==> src/design/hrfw_pkg.sv <==
// ----------------------------------------------------------------------------
// hrfw_pkg
// Shared types and constants of the HEX record flash writer.
// ----------------------------------------------------------------------------
package hrfw_pkg;

    localparam int MAX_DATA_BYTES_DEF = 255;

    localparam logic [31:0] KSEG0_OFFSET = 32'h8000_0000;
    localparam logic [31:0] PAD_WORD     = 32'hFFFF_FFFF;

    localparam int CFG_INDEX_W = 8;

    // reset values of the window registers
    localparam logic [31:0] APP_LOW_RST      = 32'd2634022912;
    localparam logic [31:0] APP_HIGH_RST     = 32'd2634153983;
    localparam logic [31:0] PROTECT_LOW_RST  = 32'd2680172528;
    localparam logic [31:0] PROTECT_HIGH_RST = 32'd2680172543;

    typedef enum logic [1:0] {
        OP_FIRST = 2'd0,
        OP_NEXT  = 2'd1,
        OP_FAIL  = 2'd2,
        OP_CLEAR = 2'd3
    } op_t;

    typedef enum logic [CFG_INDEX_W-1:0] {
        REG_APP_LOW      = 8'd0,
        REG_APP_HIGH     = 8'd1,
        REG_PROTECT_LOW  = 8'd2,
        REG_PROTECT_HIGH = 8'd3
    } cfg_reg_t;

    // record types
    localparam logic [7:0] REC_DATA = 8'h00;
    localparam logic [7:0] REC_EOF  = 8'h01;
    localparam logic [7:0] REC_SEG  = 8'h02;
    localparam logic [7:0] REC_LIN  = 8'h04;

    localparam logic KIND_WRITE  = 1'b0;
    localparam logic KIND_STATUS = 1'b1;

    typedef struct packed {
        logic        kind;
        logic [31:0] address;
        logic [31:0] word;
        logic        error;
        logic        saved_ok;
        logic [31:0] words_written;
        logic        last;
    } res_t;

endpackage

==> src/design/hrfw_if.sv <==
// ----------------------------------------------------------------------------
// hrfw channel interfaces
// Record byte input, result output and register write channels.
// ----------------------------------------------------------------------------
interface hrfw_rec_if;
    logic       valid;
    logic       ready;
    logic [1:0] op;
    logic [7:0] value;

    modport source (output valid, output op, output value, input ready);
    modport sink (input valid, input op, input value, output ready);
endinterface

interface hrfw_res_if;
    logic        valid;
    logic        ready;
    logic        kind;
    logic [31:0] address;
    logic [31:0] word;
    logic        error;
    logic        saved_ok;
    logic [31:0] words_written;
    logic        last;

    modport source (output valid, output kind, output address, output word, output error,
                    output saved_ok, output words_written, output last, input ready);
    modport sink (input valid, input kind, input address, input word, input error,
                  input saved_ok, input words_written, input last, output ready);
endinterface

interface hrfw_cfg_if;
    logic                            valid;
    logic                            ready;
    logic [hrfw_pkg::CFG_INDEX_W-1:0] index;
    logic [31:0]                     data;

    modport source (output valid, output index, output data, input ready);
    modport sink (input valid, input index, input data, output ready);
endinterface

==> src/design/hrfw_ram.sv <==
// ----------------------------------------------------------------------------
// hrfw_ram
// Generic single-write, single-read RAM with registered read data.
// ----------------------------------------------------------------------------
module hrfw_ram #(
    parameter int WIDTH = 8,
    parameter int DEPTH = 256
) (
    input  logic                                  clk,
    input  logic                                  we,
    input  logic [(DEPTH > 1 ? $clog2(DEPTH) : 1)-1:0] waddr,
    input  logic [WIDTH-1:0]                      wdata,
    input  logic [(DEPTH > 1 ? $clog2(DEPTH) : 1)-1:0] raddr,
    output logic [WIDTH-1:0]                      rdata
);

    logic [WIDTH-1:0] mem [DEPTH];

    always_ff @(posedge clk)
    begin
        if (we)
        begin
            mem[waddr] <= wdata;
        end
        rdata <= mem[raddr];
    end

endmodule

==> src/design/hex_record_flash_writer_core.sv <==
// ----------------------------------------------------------------------------
// hex_record_flash_writer_core
// Collects Intel HEX record bytes, checks the record sum and turns data
// records into 32-bit flash word writes inside the application window and outside the protected range.
// Flow: a byte that does not close a record, and ops 2 and 3, give a registered
//   status result via ST_STATUS, held off by a full output; new bytes wait for idle.
// Record close: data records walk the buffer RAM through ST_WADDR and ST_WDATA per
//   byte (registered read), then ST_WPUSH per in-window word; ST_WCHK skips words
//   outside the window. Base records pass ST_BASE0, ST_BASE1 and ST_BASE2. No clearing pass after reset.
// Reset: async, active low; clears all control state, restores the windows.
// ----------------------------------------------------------------------------
module hex_record_flash_writer_core #(
    parameter int MAX_DATA_BYTES = hrfw_pkg::MAX_DATA_BYTES_DEF
) (
    input  logic           clk,
    input  logic           rst_n,
    hrfw_rec_if.sink       rec,
    hrfw_res_if.source     res,
    hrfw_cfg_if.sink       cfg
);

    localparam int ADDR_W = (MAX_DATA_BYTES > 1) ? $clog2(MAX_DATA_BYTES) : 1;

    typedef enum logic [3:0] {
        ST_IDLE,
        ST_STATUS,
        ST_WCHK,
        ST_WADDR,
        ST_WDATA,
        ST_WPUSH,
        ST_WEND,
        ST_BASE0,
        ST_BASE1,
        ST_BASE2
    } state_t;

    // ------------------------------------------------------------------
    // window registers
    // ------------------------------------------------------------------
    logic [31:0] app_low_reg, app_high_reg, prot_low_reg, prot_high_reg;

    assign cfg.ready = 1'b1;

    always_ff @(posedge clk or negedge rst_n)
    begin
        if (!rst_n)
        begin
            app_low_reg   <= hrfw_pkg::APP_LOW_RST;
            app_high_reg  <= hrfw_pkg::APP_HIGH_RST;
            prot_low_reg  <= hrfw_pkg::PROTECT_LOW_RST;
            prot_high_reg <= hrfw_pkg::PROTECT_HIGH_RST;
        end
        else if (cfg.valid)
        begin
            case (hrfw_pkg::cfg_reg_t'(cfg.index))
                hrfw_pkg::REG_APP_LOW:      app_low_reg   <= cfg.data;
                hrfw_pkg::REG_APP_HIGH:     app_high_reg  <= cfg.data;
                hrfw_pkg::REG_PROTECT_LOW:  prot_low_reg  <= cfg.data;
                hrfw_pkg::REG_PROTECT_HIGH: prot_high_reg <= cfg.data;
                default: ;  // unknown index: dropped
            endcase
        end
    end

    // ------------------------------------------------------------------
    // state
    // ------------------------------------------------------------------
    state_t          state_reg;
    logic [8:0]      pos_reg;        // byte position in record
    logic [7:0]      len_reg;
    logic [7:0]      rkind_reg;
    logic [15:0]     off_reg;
    logic [7:0]      sum_reg;
    logic [19:0]     seg_reg;
    logic [31:0]     lin_reg;
    logic            err_reg;
    logic            done_reg;
    logic [31:0]     wc_reg;

    // word walk
    logic [31:0]     va_reg;
    logic [7:0]      rem_reg;
    logic [ADDR_W-1:0] idx_reg;
    logic [1:0]      bcnt_reg;
    logic [31:0]     cur_word_reg;
    logic [7:0]      b0_reg;

    // one result held back so the final one can carry last
    logic            pend_valid_reg;
    logic [31:0]     pend_addr_reg;
    logic [31:0]     pend_word_reg;
    logic [31:0]     pend_count_reg;

    hrfw_pkg::res_t  out_reg;
    logic            out_valid_reg;

    // ------------------------------------------------------------------
    // byte decode
    // ------------------------------------------------------------------
    hrfw_pkg::op_t   op;
    logic            accept;
    logic            is_byte;
    logic [8:0]      pos;
    logic [8:0]      end_pos;
    logic [8:0]      widx;
    logic [7:0]      sum_next;
    logic            finish;
    logic            store;
    logic            bad;
    logic [31:0]     base_va;

    assign rec.ready = (state_reg == ST_IDLE);
    assign accept    = rec.valid && rec.ready;
    assign op        = hrfw_pkg::op_t'(rec.op);
    assign is_byte   = (op == hrfw_pkg::OP_FIRST) || (op == hrfw_pkg::OP_NEXT);
    assign pos       = (op == hrfw_pkg::OP_FIRST) ? 9'd0 : pos_reg;
    assign end_pos   = {1'b0, len_reg} + 9'd4;
    assign widx      = pos - 9'd4;
    assign sum_next  = ((pos == 9'd0) ? 8'd0 : sum_reg) + rec.value;
    assign finish    = (pos >= 9'd4) && (pos == end_pos);
    assign store     = (pos >= 9'd4) && (pos < end_pos) && (widx < 9'(MAX_DATA_BYTES));
    assign bad       = (sum_next != 8'd0) || ({1'b0, len_reg} > 9'(MAX_DATA_BYTES));
    assign base_va   = {16'd0, off_reg} + lin_reg + {12'd0, seg_reg} + hrfw_pkg::KSEG0_OFFSET;

    // ------------------------------------------------------------------
    // word walk helpers
    // ------------------------------------------------------------------
    logic            in_win;
    logic [1:0]      last_lane;
    logic            out_free;
    logic [31:0]     va_adv;
    logic [ADDR_W-1:0] idx_adv;
    logic [7:0]      rem_adv;
    logic [31:0]     wc_inc;

    assign in_win    = (va_reg >= app_low_reg) && (va_reg <= app_high_reg) &&
                       ((va_reg < prot_low_reg) || (va_reg > prot_high_reg));
    assign last_lane = (rem_reg < 8'd4) ? (rem_reg[1:0] - 2'd1) : 2'd3;
    assign out_free  = !out_valid_reg || res.ready;
    assign va_adv    = va_reg + 32'd4;
    assign idx_adv   = idx_reg + ADDR_W'(4);
    assign rem_adv   = (rem_reg > 8'd3) ? (rem_reg - 8'd4) : 8'd0;
    assign wc_inc    = wc_reg + 32'd1;

    hrfw_pkg::res_t  status_res;
    hrfw_pkg::res_t  pend_res;

    always_comb
    begin
        status_res               = '0;
        status_res.kind          = hrfw_pkg::KIND_STATUS;
        status_res.error         = err_reg;
        status_res.saved_ok      = done_reg;
        status_res.words_written = wc_reg;
        status_res.last          = 1'b1;

        pend_res                 = '0;
        pend_res.kind            = hrfw_pkg::KIND_WRITE;
        pend_res.address         = pend_addr_reg;
        pend_res.word            = pend_word_reg;
        pend_res.error           = err_reg;
        pend_res.saved_ok        = done_reg;
        pend_res.words_written   = pend_count_reg;
        pend_res.last            = 1'b0;
    end

    // ------------------------------------------------------------------
    // data buffer
    // ------------------------------------------------------------------
    logic              ram_we;
    logic [ADDR_W-1:0] ram_raddr;
    logic [7:0]        ram_rdata;

    assign ram_we = accept && is_byte && store;

    always_comb
    begin
        case (state_reg)
            ST_BASE0: ram_raddr = '0;
            ST_BASE1: ram_raddr = ADDR_W'(1);
            default:  ram_raddr = idx_reg + ADDR_W'(bcnt_reg);
        endcase
    end

    hrfw_ram #(
        .WIDTH (8),
        .DEPTH (MAX_DATA_BYTES)
    ) u_buf (
        .clk   (clk),
        .we    (ram_we),
        .waddr (widx[ADDR_W-1:0]),
        .wdata (rec.value),
        .raddr (ram_raddr),
        .rdata (ram_rdata)
    );

    // ------------------------------------------------------------------
    // sequencer
    // ------------------------------------------------------------------
    always_ff @(posedge clk or negedge rst_n)
    begin
        if (!rst_n)
        begin
            state_reg      <= ST_IDLE;
            pos_reg        <= '0;
            len_reg        <= '0;
            rkind_reg      <= '0;
            off_reg        <= '0;
            sum_reg        <= '0;
            seg_reg        <= '0;
            lin_reg        <= '0;
            err_reg        <= 1'b0;
            done_reg       <= 1'b0;
            wc_reg         <= '0;
            va_reg         <= '0;
            rem_reg        <= '0;
            idx_reg        <= '0;
            bcnt_reg       <= '0;
            cur_word_reg   <= '0;
            b0_reg         <= '0;
            pend_valid_reg <= 1'b0;
            pend_addr_reg  <= '0;
            pend_word_reg  <= '0;
            pend_count_reg <= '0;
            out_reg        <= '0;
            out_valid_reg  <= 1'b0;
        end
        else
        begin
            if (out_valid_reg && res.ready)
            begin
                out_valid_reg <= 1'b0;
            end

            case (state_reg)
                ST_IDLE:
                begin
                    if (accept)
                    begin
                        state_reg <= ST_STATUS;
                        case (op)
                            hrfw_pkg::OP_FAIL:
                            begin
                                err_reg <= 1'b1;
                            end
                            hrfw_pkg::OP_CLEAR:
                            begin
                                err_reg  <= 1'b0;
                                done_reg <= 1'b0;
                            end
                            default:
                            begin
                                sum_reg <= sum_next;
                                case (pos)
                                    9'd0:    len_reg        <= rec.value;
                                    9'd1:    off_reg[15:8]  <= rec.value;
                                    9'd2:    off_reg[7:0]   <= rec.value;
                                    9'd3:    rkind_reg      <= rec.value;
                                    default: ;
                                endcase
                                if (finish)
                                begin
                                    pos_reg <= '0;
                                    if (bad)
                                    begin
                                        err_reg <= 1'b1;
                                    end
                                    else
                                    begin
                                        case (rkind_reg)
                                            hrfw_pkg::REC_DATA:
                                            begin
                                                va_reg    <= base_va;
                                                rem_reg   <= len_reg;
                                                idx_reg   <= '0;
                                                state_reg <= ST_WCHK;
                                            end
                                            hrfw_pkg::REC_EOF:
                                            begin
                                                seg_reg <= '0;
                                                lin_reg <= '0;
                                                if (!err_reg)
                                                begin
                                                    done_reg <= 1'b1;
                                                end
                                            end
                                            hrfw_pkg::REC_SEG,
                                            hrfw_pkg::REC_LIN:
                                            begin
                                                state_reg <= ST_BASE0;
                                            end
                                            default:
                                            begin
                                                seg_reg <= '0;
                                                lin_reg <= '0;
                                            end
                                        endcase
                                    end
                                end
                                else
                                begin
                                    pos_reg <= pos + 9'd1;
                                end
                            end
                        endcase
                    end
                end

                ST_STATUS:
                begin
                    if (out_free)
                    begin
                        out_reg       <= status_res;
                        out_valid_reg <= 1'b1;
                        state_reg     <= ST_IDLE;
                    end
                end

                ST_WCHK:
                begin
                    if (rem_reg == 8'd0)
                    begin
                        state_reg <= ST_WEND;
                    end
                    else if (in_win)
                    begin
                        bcnt_reg     <= '0;
                        cur_word_reg <= hrfw_pkg::PAD_WORD;
                        state_reg    <= ST_WADDR;
                    end
                    else
                    begin
                        va_reg  <= va_adv;
                        idx_reg <= idx_adv;
                        rem_reg <= rem_adv;
                    end
                end

                ST_WADDR:
                begin
                    state_reg <= ST_WDATA;
                end

                ST_WDATA:
                begin
                    cur_word_reg[{bcnt_reg, 3'b000} +: 8] <= ram_rdata;
                    if (bcnt_reg == last_lane)
                    begin
                        state_reg <= ST_WPUSH;
                    end
                    else
                    begin
                        bcnt_reg  <= bcnt_reg + 2'd1;
                        state_reg <= ST_WADDR;
                    end
                end

                ST_WPUSH:
                begin
                    if (!pend_valid_reg || out_free)
                    begin
                        if (pend_valid_reg)
                        begin
                            out_reg       <= pend_res;
                            out_valid_reg <= 1'b1;
                        end
                        pend_valid_reg <= 1'b1;
                        pend_addr_reg  <= va_reg;
                        pend_word_reg  <= cur_word_reg;
                        pend_count_reg <= wc_inc;
                        wc_reg         <= wc_inc;
                        va_reg         <= va_adv;
                        idx_reg        <= idx_adv;
                        rem_reg        <= rem_adv;
                        state_reg      <= ST_WCHK;
                    end
                end

                ST_WEND:
                begin
                    if (out_free)
                    begin
                        if (pend_valid_reg)
                        begin
                            out_reg      <= pend_res;
                            out_reg.last <= 1'b1;
                        end
                        else
                        begin
                            out_reg <= status_res;
                        end
                        out_valid_reg  <= 1'b1;
                        pend_valid_reg <= 1'b0;
                        state_reg      <= ST_IDLE;
                    end
                end

                ST_BASE0:
                begin
                    state_reg <= ST_BASE1;
                end

                ST_BASE1:
                begin
                    b0_reg    <= ram_rdata;
                    state_reg <= ST_BASE2;
                end

                ST_BASE2:
                begin
                    if (rkind_reg == hrfw_pkg::REC_SEG)
                    begin
                        seg_reg <= {b0_reg, ram_rdata, 4'h0};
                        lin_reg <= '0;
                    end
                    else
                    begin
                        lin_reg <= {b0_reg, ram_rdata, 16'h0000};
                        seg_reg <= '0;
                    end
                    state_reg <= ST_STATUS;
                end

                default:
                begin
                    state_reg <= ST_IDLE;
                end
            endcase
        end
    end

    assign res.valid         = out_valid_reg;
    assign res.kind          = out_reg.kind;
    assign res.address       = out_reg.address;
    assign res.word          = out_reg.word;
    assign res.error         = out_reg.error;
    assign res.saved_ok      = out_reg.saved_ok;
    assign res.words_written = out_reg.words_written;
    assign res.last          = out_reg.last;

    // ------------------------------------------------------------------
    // checks
    // ------------------------------------------------------------------
    a_status_empty: assert property (@(posedge clk) disable iff (!rst_n)
        res.valid && (res.kind == hrfw_pkg::KIND_STATUS) |->
            (res.address == 32'd0) && (res.word == 32'd0) && res.last)
        else $error("status result carries address or word");

    a_count_step: assert property (@(posedge clk) disable iff (!rst_n)
        (wc_reg != $past(wc_reg)) |-> (wc_reg == $past(wc_reg) + 32'd1))
        else $error("write count jumped");

    a_saved_clean: assert property (@(posedge clk) disable iff (!rst_n)
        $rose(done_reg) |-> !$past(err_reg) && !err_reg)
        else $error("saved_ok set while error pending");

    a_idle_no_pend: assert property (@(posedge clk) disable iff (!rst_n)
        rec.ready |-> !pend_valid_reg)
        else $error("held write left behind at idle");

    a_buf_write_idle: assert property (@(posedge clk) disable iff (!rst_n)
        ram_we |-> (state_reg == ST_IDLE))
        else $error("buffer written during record walk");

endmodule
==> src/flat_wrapper.sv <==
// flat-port wrapper written by rule: the top's interface ports become plain ports
module hex_record_flash_writer_core_flat 
#(
    parameter int MAX_DATA_BYTES = hrfw_pkg::MAX_DATA_BYTES_DEF
)
  (clk, rst_n, rec_valid, rec_op, rec_value, rec_ready, res_valid, res_kind, res_address, res_word, res_error, res_saved_ok, res_words_written, res_last, res_ready, cfg_valid, cfg_index, cfg_data, cfg_ready);
  hrfw_rec_if rec_i ();
  hrfw_res_if res_i ();
  hrfw_cfg_if cfg_i ();
  input  logic clk;
  input  logic rst_n;
  input wire logic [$bits(rec_i.valid)-1:0] rec_valid;
  input wire logic [$bits(rec_i.op)-1:0] rec_op;
  input wire logic [$bits(rec_i.value)-1:0] rec_value;
  output wire logic [$bits(rec_i.ready)-1:0] rec_ready;
  output wire logic [$bits(res_i.valid)-1:0] res_valid;
  output wire logic [$bits(res_i.kind)-1:0] res_kind;
  output wire logic [$bits(res_i.address)-1:0] res_address;
  output wire logic [$bits(res_i.word)-1:0] res_word;
  output wire logic [$bits(res_i.error)-1:0] res_error;
  output wire logic [$bits(res_i.saved_ok)-1:0] res_saved_ok;
  output wire logic [$bits(res_i.words_written)-1:0] res_words_written;
  output wire logic [$bits(res_i.last)-1:0] res_last;
  input wire logic [$bits(res_i.ready)-1:0] res_ready;
  input wire logic [$bits(cfg_i.valid)-1:0] cfg_valid;
  input wire logic [$bits(cfg_i.index)-1:0] cfg_index;
  input wire logic [$bits(cfg_i.data)-1:0] cfg_data;
  output wire logic [$bits(cfg_i.ready)-1:0] cfg_ready;
  assign rec_i.valid = rec_valid;
  assign rec_i.op = rec_op;
  assign rec_i.value = rec_value;
  assign rec_ready = rec_i.ready;
  assign res_valid = res_i.valid;
  assign res_kind = res_i.kind;
  assign res_address = res_i.address;
  assign res_word = res_i.word;
  assign res_error = res_i.error;
  assign res_saved_ok = res_i.saved_ok;
  assign res_words_written = res_i.words_written;
  assign res_last = res_i.last;
  assign res_i.ready = res_ready;
  assign cfg_i.valid = cfg_valid;
  assign cfg_i.index = cfg_index;
  assign cfg_i.data = cfg_data;
  assign cfg_ready = cfg_i.ready;
  hex_record_flash_writer_core #(.MAX_DATA_BYTES(MAX_DATA_BYTES)) u_core (.clk(clk), .rst_n(rst_n), .rec(rec_i), .res(res_i), .cfg(cfg_i));
endmodule
==> config.mk <==
export PLATFORM = sky130hd
export DESIGN_NAME = hex_record_flash_writer_core_flat
export DESIGN_NICKNAME = d
export VERILOG_FILES = /design/src/design/hrfw_pkg.sv /design/src/design/hrfw_if.sv /design/src/design/hrfw_ram.sv /design/src/design/hex_record_flash_writer_core.sv /design/src/flat_wrapper.sv
export SDC_FILE = /design/constraint.sdc
export NUM_CORES = 2
export LEC_CHECK = 0
export BUFFER_PORTS_ARGS = -buffer_cell sky130_fd_sc_hd__buf_2
export CELL_PAD_IN_SITES_DETAIL_PLACEMENT = 1
export CELL_PAD_IN_SITES_GLOBAL_PLACEMENT = 2
export CORE_UTILIZATION = 44
export CTS_CLUSTER_DIAMETER = 150
export CTS_CLUSTER_SIZE = 12
export DETAILED_ROUTE_END_ITERATION = 7
export GPL_TIMING_DRIVEN = 0
export PLACE_DENSITY_LB_ADDON = 0.15
export SLEW_MARGIN = 5
export SYNTH_ARGS = -nofsm -noshare
export SYNTH_HDL_FRONTEND = slang
export SYNTH_SLANG_ARGS = --single-unit
==> constraint.sdc <==
create_clock -name clk -period 5.1 [get_ports clk]
set_input_delay 1.275 -clock clk [delete_from_list [all_inputs] [get_ports clk]]
set_output_delay 1.275 -clock clk [all_outputs]
set_load 0.05 [all_outputs]
### Word-level counts from Yosys, hierarchy flattened

Memories as Yosys holds them, arrays and structs flattened. A register that Yosys moved wholly into a read port is not among the register bits.
Cells that the tools add are included.

* input bits: 55
* ROM bits: 0
* memories: 1
* word-level logic and storage cells: 247
* latch bits: 0
* register bits after elaboration: 523
* RAM bits: 2040
* output and inout port bits: 103

Memories
* u_core.u_buf.mem: depth 255, bits a word 8, rd ports 1, clocked after Yosys merged registers in 1, wr ports 1, RTL line hrfw_ram.sv:17 `logic [WIDTH-1:0] mem [DEPTH];`

* reductions and logical operators: 54
* divide/modulo/power cells: 0
* equality and inequality tests: 41
* shift operators: 2
* $lt $le $gt $ge: 9
* add/subtract/negate cells: 15
* bitwise operators: 2
* multiplexer cells: 90
* $mul: 0

Operator list (count)
* 2-to-1 mux 32 bit: 16
* 2-to-1 mux 100 bit: 5
* one-hot mux 100 bit (3 select lines): 1
* 2-to-1 mux 8 bit: 18
* one-hot mux 32 bit (2 select lines): 2
* 2-to-1 mux 20 bit: 6
* one-hot mux 32 bit (3 select lines): 1
* one-hot mux 8 bit (3 select lines): 2
* one-hot mux 20 bit (2 select lines): 1
* one-hot mux 4 bit (9 select lines): 1
* adder 16 x 32 -> 32 bit: 1
* adder 32 x 1 -> 32 bit (second input constant): 1
* adder 32 x 20 -> 32 bit: 1
* adder 32 x 3 -> 32 bit (second input constant): 1
* adder 32 bit (second input constant): 1
* bitwise mux 32 bit: 1
* greater-or-equal comparator 32 bit: 1
* greater-than comparator 32 bit: 1
* less-or-equal comparator 32 bit: 1
* < comparator 32 bit: 1
* 2-to-1 mux 4 bit: 8
* variable shift 8 x 7 -> 32 bit (first input constant): 1
* indexed part select 8 x 7 -> 32 bit: 1
* AND reduction 4 bit: 7
* other kinds (58): 133

### Depth between registers and ports, before layout

* depth in word-level cells: 11
* depth in mapped cells: 23
* mapped depth without buffers: 18

### Modules after synthesis

A second synthesis with hierarchy kept.

* cell total of the unflattened synthesis: 6628
* area total of the unflattened synthesis: 106558.4 µm²

Modules (own cells, without submodules)
* hrfw_ram: area an instance 80485.9 µm², instances 1, cells each 3910, sequential area each 61418.9 µm²
* hex_record_flash_writer_core: area an instance 26072.5 µm², instances 1, cells each 2718, sequential area each 12618.4 µm²

### Worst setup path before layout

No wires, ideal clock.

* path type: input port to flip-flop
* start: in rec_op[1]
* end: reg u_core.va_reg[24]
* path buffers: 6
* stages on the path: 22
* setup time: 0.133 ns
* data arrival time: 5.329 ns
* setup slack: -0.361 ns
* data required time: 4.967 ns
* cells stage by stage: buf_2 -> or2_1 -> clkbuf_1 -> nand2_1 -> ha_1 -> buf_2 -> nand3_1 -> and2_1 -> ha_1 -> fa_1 -> xor2_1 -> or3_1 -> nor3_1 -> nand3b_1 -> and4bb_1 -> buf_4 -> nor2_4 -> and2_4 -> buf_6 -> buf_6 -> nor4b_1 -> a211oi_1

* word-level cells in the longest chain between the ends: 8
* elaborated cells between the ends (all ways): 16
* those cells by class: 1 x add/sub; 1 x order compare; 6 x eq/ne; 2 x mux; 6 x reduce/logical

Ends and longest elaborated chain
* from (decl): RTL line flat_wrapper.sv:13 `input wire logic [$bits(rec_i.op)-1:0] rec_op;`
* logical NOT 2 bit: RTL line hex_record_flash_writer_core.sv:116 `assign pos = (op == hrfw_pkg::OP_FIRST) ? 9'd0 : pos_reg;`
* 2-to-1 mux 9 bit: RTL line hex_record_flash_writer_core.sv:116
* logical NOT 9 bit: RTL line hex_record_flash_writer_core.sv:119 `assign sum_next = ((pos == 9'd0) ? 8'd0 : sum_reg) + rec.value;`
* 2-to-1 mux 8 bit: RTL line hex_record_flash_writer_core.sv:119
* adder 8 bit: RTL line hex_record_flash_writer_core.sv:119
* nonzero test 8 bit: RTL line hex_record_flash_writer_core.sv:122 `assign bad = (sum_next != 8'd0) || ({1'b0, len_reg} > 9'(MAX_DATA_BYTES));`
* != test 2 bit (no source line)
* AND reduction 9 bit (no source line) (*)
* to (signal assigned): RTL line hex_record_flash_writer_core.sv:273 `va_reg <= base_va;`
* to (signal assigned): RTL line hex_record_flash_writer_core.sv:333 `va_reg <= va_adv;`
* to (signal assigned): RTL line hex_record_flash_writer_core.sv:372 `va_reg <= va_adv;`
* to (decl): RTL line hex_record_flash_writer_core.sv:81 `logic [31:0] va_reg;`

Every way passes the cells marked *; elsewhere a longest branch is shown, timed or not.
A chain may end at the register's enable or synchronous reset.

### Worst setup path after layout

* start: reg u_core.state_reg[3]
* end: reg u_core.u_buf.rdata[3], read port of u_core.u_buf.mem

* word-level cells in the longest chain between the ends: 2
* elaborated cells between the ends (all ways): 3
* those cells by class: 2 x eq/ne; 1 x mux

Ends and longest elaborated chain
* from (decl): RTL line hex_record_flash_writer_core.sv:68 `state_t state_reg;`
* from (signal assigned): RTL line hex_record_flash_writer_core.sv:204 `state_reg <= ST_IDLE;`
* from (signal assigned): RTL line hex_record_flash_writer_core.sv:240 `state_reg <= ST_STATUS;`
* from (signal assigned): RTL line hex_record_flash_writer_core.sv:276 `state_reg <= ST_WCHK;`
* == test 4 bit or == test 4 x 3 -> 1 bit (tied branches): RTL line hex_record_flash_writer_core.sv:178 `case (state_reg)`
* one-hot mux 8 bit (2 select lines) (*): RTL line hex_record_flash_writer_core.sv:178
* to (decl): RTL line hrfw_ram.sv:14 `output logic [WIDTH-1:0] rdata`

Marks and branches as above.

==> run metrics <==
status=complete, but fails checks; failing checks=max-capacitance violations, max-slew violations, negative setup slack; via count=80700; Synth Warn #=0; Lkg Pwr=43.8 nW; GPL Wtd Cong=1.02; most instantiated library cell after synthesis=nand2_1; Avg WL per Cell=41.3 um; max FFs per register=2040; DP Wirelength=337000 um; largest net degree at the start of global routing=146; PwrDens=648 mW/mm^2; top cells by area in the synthesized netlist=edfxtp_1 58%, dfrtp_1 10%, nand2_1 7.7%; Remaining Overflow, GRT=0; Max IR drop VDD=0.549 mV; routed wire length=505000 um; register area share after synthesis=70.0%; number of clock buffers inserted by TritonCTS=230; Post-DP Area=0.112 mm^2; vias per cell=6.59; post-synth cell types=93; clock transition at the registers of the reported paths=0.07 ns; vias in the first global route=77200; fin util=50.7%; Max-slew headroom=-2.71%; setup ws final=-0.363 ns; top_reg_cell synth=edfxtp_1; Starting Density=44.4%; CP Data Arrival Time=6.14 ns; DIE WIDTH=492 um; largest reg by FF count=u_core.u_buf.mem; post-synth net total=8716; GRT Overall Usage=41.0%; dpl ws=-2.52 ns; I/O pin cnt=158; Max Cap Viol=3; Rows=179; Yosys top cell area share=57.9%; CTS max path bufs=3; Die Footprint=0.242 mm^2; DRC viols=0; Hold Slack=0.306 ns; Mapped Cells=8479; Setup-failing EPs final=236; endpoints failing hold=0; Fillers=24000; Crit. End Element=flip-flop; htree depth=4; Crit Path Max Fanout=11; Syn Area/Cell=12.5 um^2; initial antenna violation count=51; clock sink count=2549; CTS tree=built; Required @ worst endpoint=5.78 ns; layout cells sized above 1=15.7%; Post-synth EDFFs=2040; DRT Pass-1 Iters=6; first-pass GRT wire length=667000 um; leading area contributor after synthesis=edfxtp_1; crit path kind=reg2reg; Total Power=0.0784 W; Synth Register Bits=2549; Skew-Pair Late Insertion Delay=0.98 ns; Critical Path Start Type=flip-flop; Final Cycle Share=107%; Post-Syn Area=0.106 mm^2; Tmin final=5.46 ns; die height=492 um; post-route design area=0.121 mm^2; post-route ant nets=0; clk_skew=0.0812 ns; Hold/Removal Path Class=in2async; asr flop ratio synth=19.7%; initial drt markers=13000; clk root buf=clkbuf_16; Synth top cells by count=2168 x nand2_1, 2040 x edfxtp_1, 642 x a21oi_1, 482 x nand3_1, 436 x dfrtp_1; FMAX=183 MHz; core area=0.239 mm^2; I/O Buffers=155; actual slew at the worst max-slew pin=1.54 ns; reg2reg setup slack=-0.36 ns; final-stage net count=9195; RSZ-0062 raised after global routing=yes; Slew Limit Fails=23; Area Overhead vs Synth=14.3%
[routing by layer]
metal,wire length (um),GRT usage (%),share of wire (%),vias up
met5,219,0,0.043,-
met4,45000,30.3,8.9,30
met3,65100,12.8,13,1537
met2,214000,59.4,42,6244
met1,181000,51.8,36,41300
li1,-,-,-,31600
[critical path: stages, from the launching register on]
cell	delay [ns]
dfrtp_1	0.45
nand4b_1	0.20
and2_1	0.17
buf_6	0.16
nand2_1	0.26
nor2_4	0.53
buf_4	0.40
buf_2	0.35
buf_4	0.46
clkbuf_4	0.51
a32oi_1	0.12
nand3_1	0.37
a21oi_1	0.20
nor4_1	0.52
o221ai_1	0.39
[stage by stage]
step	cells	setup TNS, ns
after floorplan	8479	0
after global placement	11800	-
after detailed placement	11800	-3017.55
after CTS	12200	-2.36
after global routing	12200	-0.936
final	12200	-11.65
[path summary, 6_finish.rpt]
check	startpoint	end	depth (start not counted)
worst max-delay path	u_core.state_reg[3]	u_core.u_buf.rdata[3]	14
worst min-delay path	rst_n	u_core.res.words_written[21]	1
worst max register to register	u_core.state_reg[3]	u_core.u_buf.rdata[3]	14
worst min register to register	u_core.res.address[25]	u_core.res.address[25]	2
max in group asynchronous	rst_n	u_core.prot_low_reg[29]	3
min in group clk	u_core.res.address[25]	u_core.res.address[25]	2
[cell type report]
class / count / area, um^2 / share of cell area [%]
timing repair buffer: 253 / 2350 / 1.94
antenna: 37 / 92.6 / 0.0765
buffer: 461 / 2800 / 2.31
clock inverter: 13 / 279 / 0.231
inverter: 191 / 723 / 0.598
multi-input combinational: 5272 / 30600 / 25.3
clock buffer: 299 / 6080 / 5.02
sequential: 2549 / 74000 / 61.2
tap: 3167 / 3960 / 3.28
[power by group]
part	total (W)	switching (W)	leakage (nW)	internal [W]
combinational	0.0375	0.0300	16.0	0.00751
clock	0.0163	0.00810	3.06	0.00824
sequential	0.0245	0.00109	24.7	0.0234
total	0.0784	0.0392	43.8	0.0392
[cells in the final DEF, fill, tap and decap left out, types with 38 or more instances in the layout]
| cell type | n |
|---|---|
| a21oi_1 | 641 |
| a31oi_1 | 93 |
| a32oi_1 | 42 |
| buf_2 | 232 |
| buf_4 | 145 |
| clkbuf_1 | 163 |
| clkbuf_16 | 234 |
| clkbuf_2 | 68 |
| clkbuf_4 | 53 |
| dfrtp_1 | 436 |
| dfstp_2 | 65 |
| edfxtp_1 | 2040 |
| ha_1 | 178 |
| inv_1 | 187 |
| mux2_2 | 130 |
| mux2i_1 | 158 |
| nand2_1 | 2163 |
| nand3_1 | 475 |
| nand4_1 | 121 |
| nor2_1 | 159 |
| nor2_2 | 114 |
| nor2_4 | 112 |
| nor3_1 | 41 |
| nor4_1 | 48 |
| nor4_2 | 38 |
| o21ai_0 | 150 |
| o22ai_1 | 56 |
| xnor2_1 | 51 |
[kinds of logic (layout without fill, tap and decap cells)]
group | Yosys count | after routing | synth area share (%)
compound gates | 1247 | 1247 | 7.04
xor+xnor | 74 | 74 | 0.620
fa+ha+maj | 182 | 182 | 2.17
buf+inv | 658 | 1217 | 2.70
flops | 2549 | 2549 | 70.0
mux | 325 | 325 | 3.67
other cells | 1 | 38 | 0.00354
simple gates | 3443 | 3443 | 13.8
[timing repair]
| item | CTS | global route |
|---|---|---|
| buffers inserted | 42 | 11 |
| cloned | 0 | 1 |
| gates resized for setup | 537 | 150 |
| setup endpoints to repair | 1971 | 1541 |
| hold buffers | 0 | 0 |
| pin swaps | 29 | 9 |
Power figures use the tool's default switching activity.
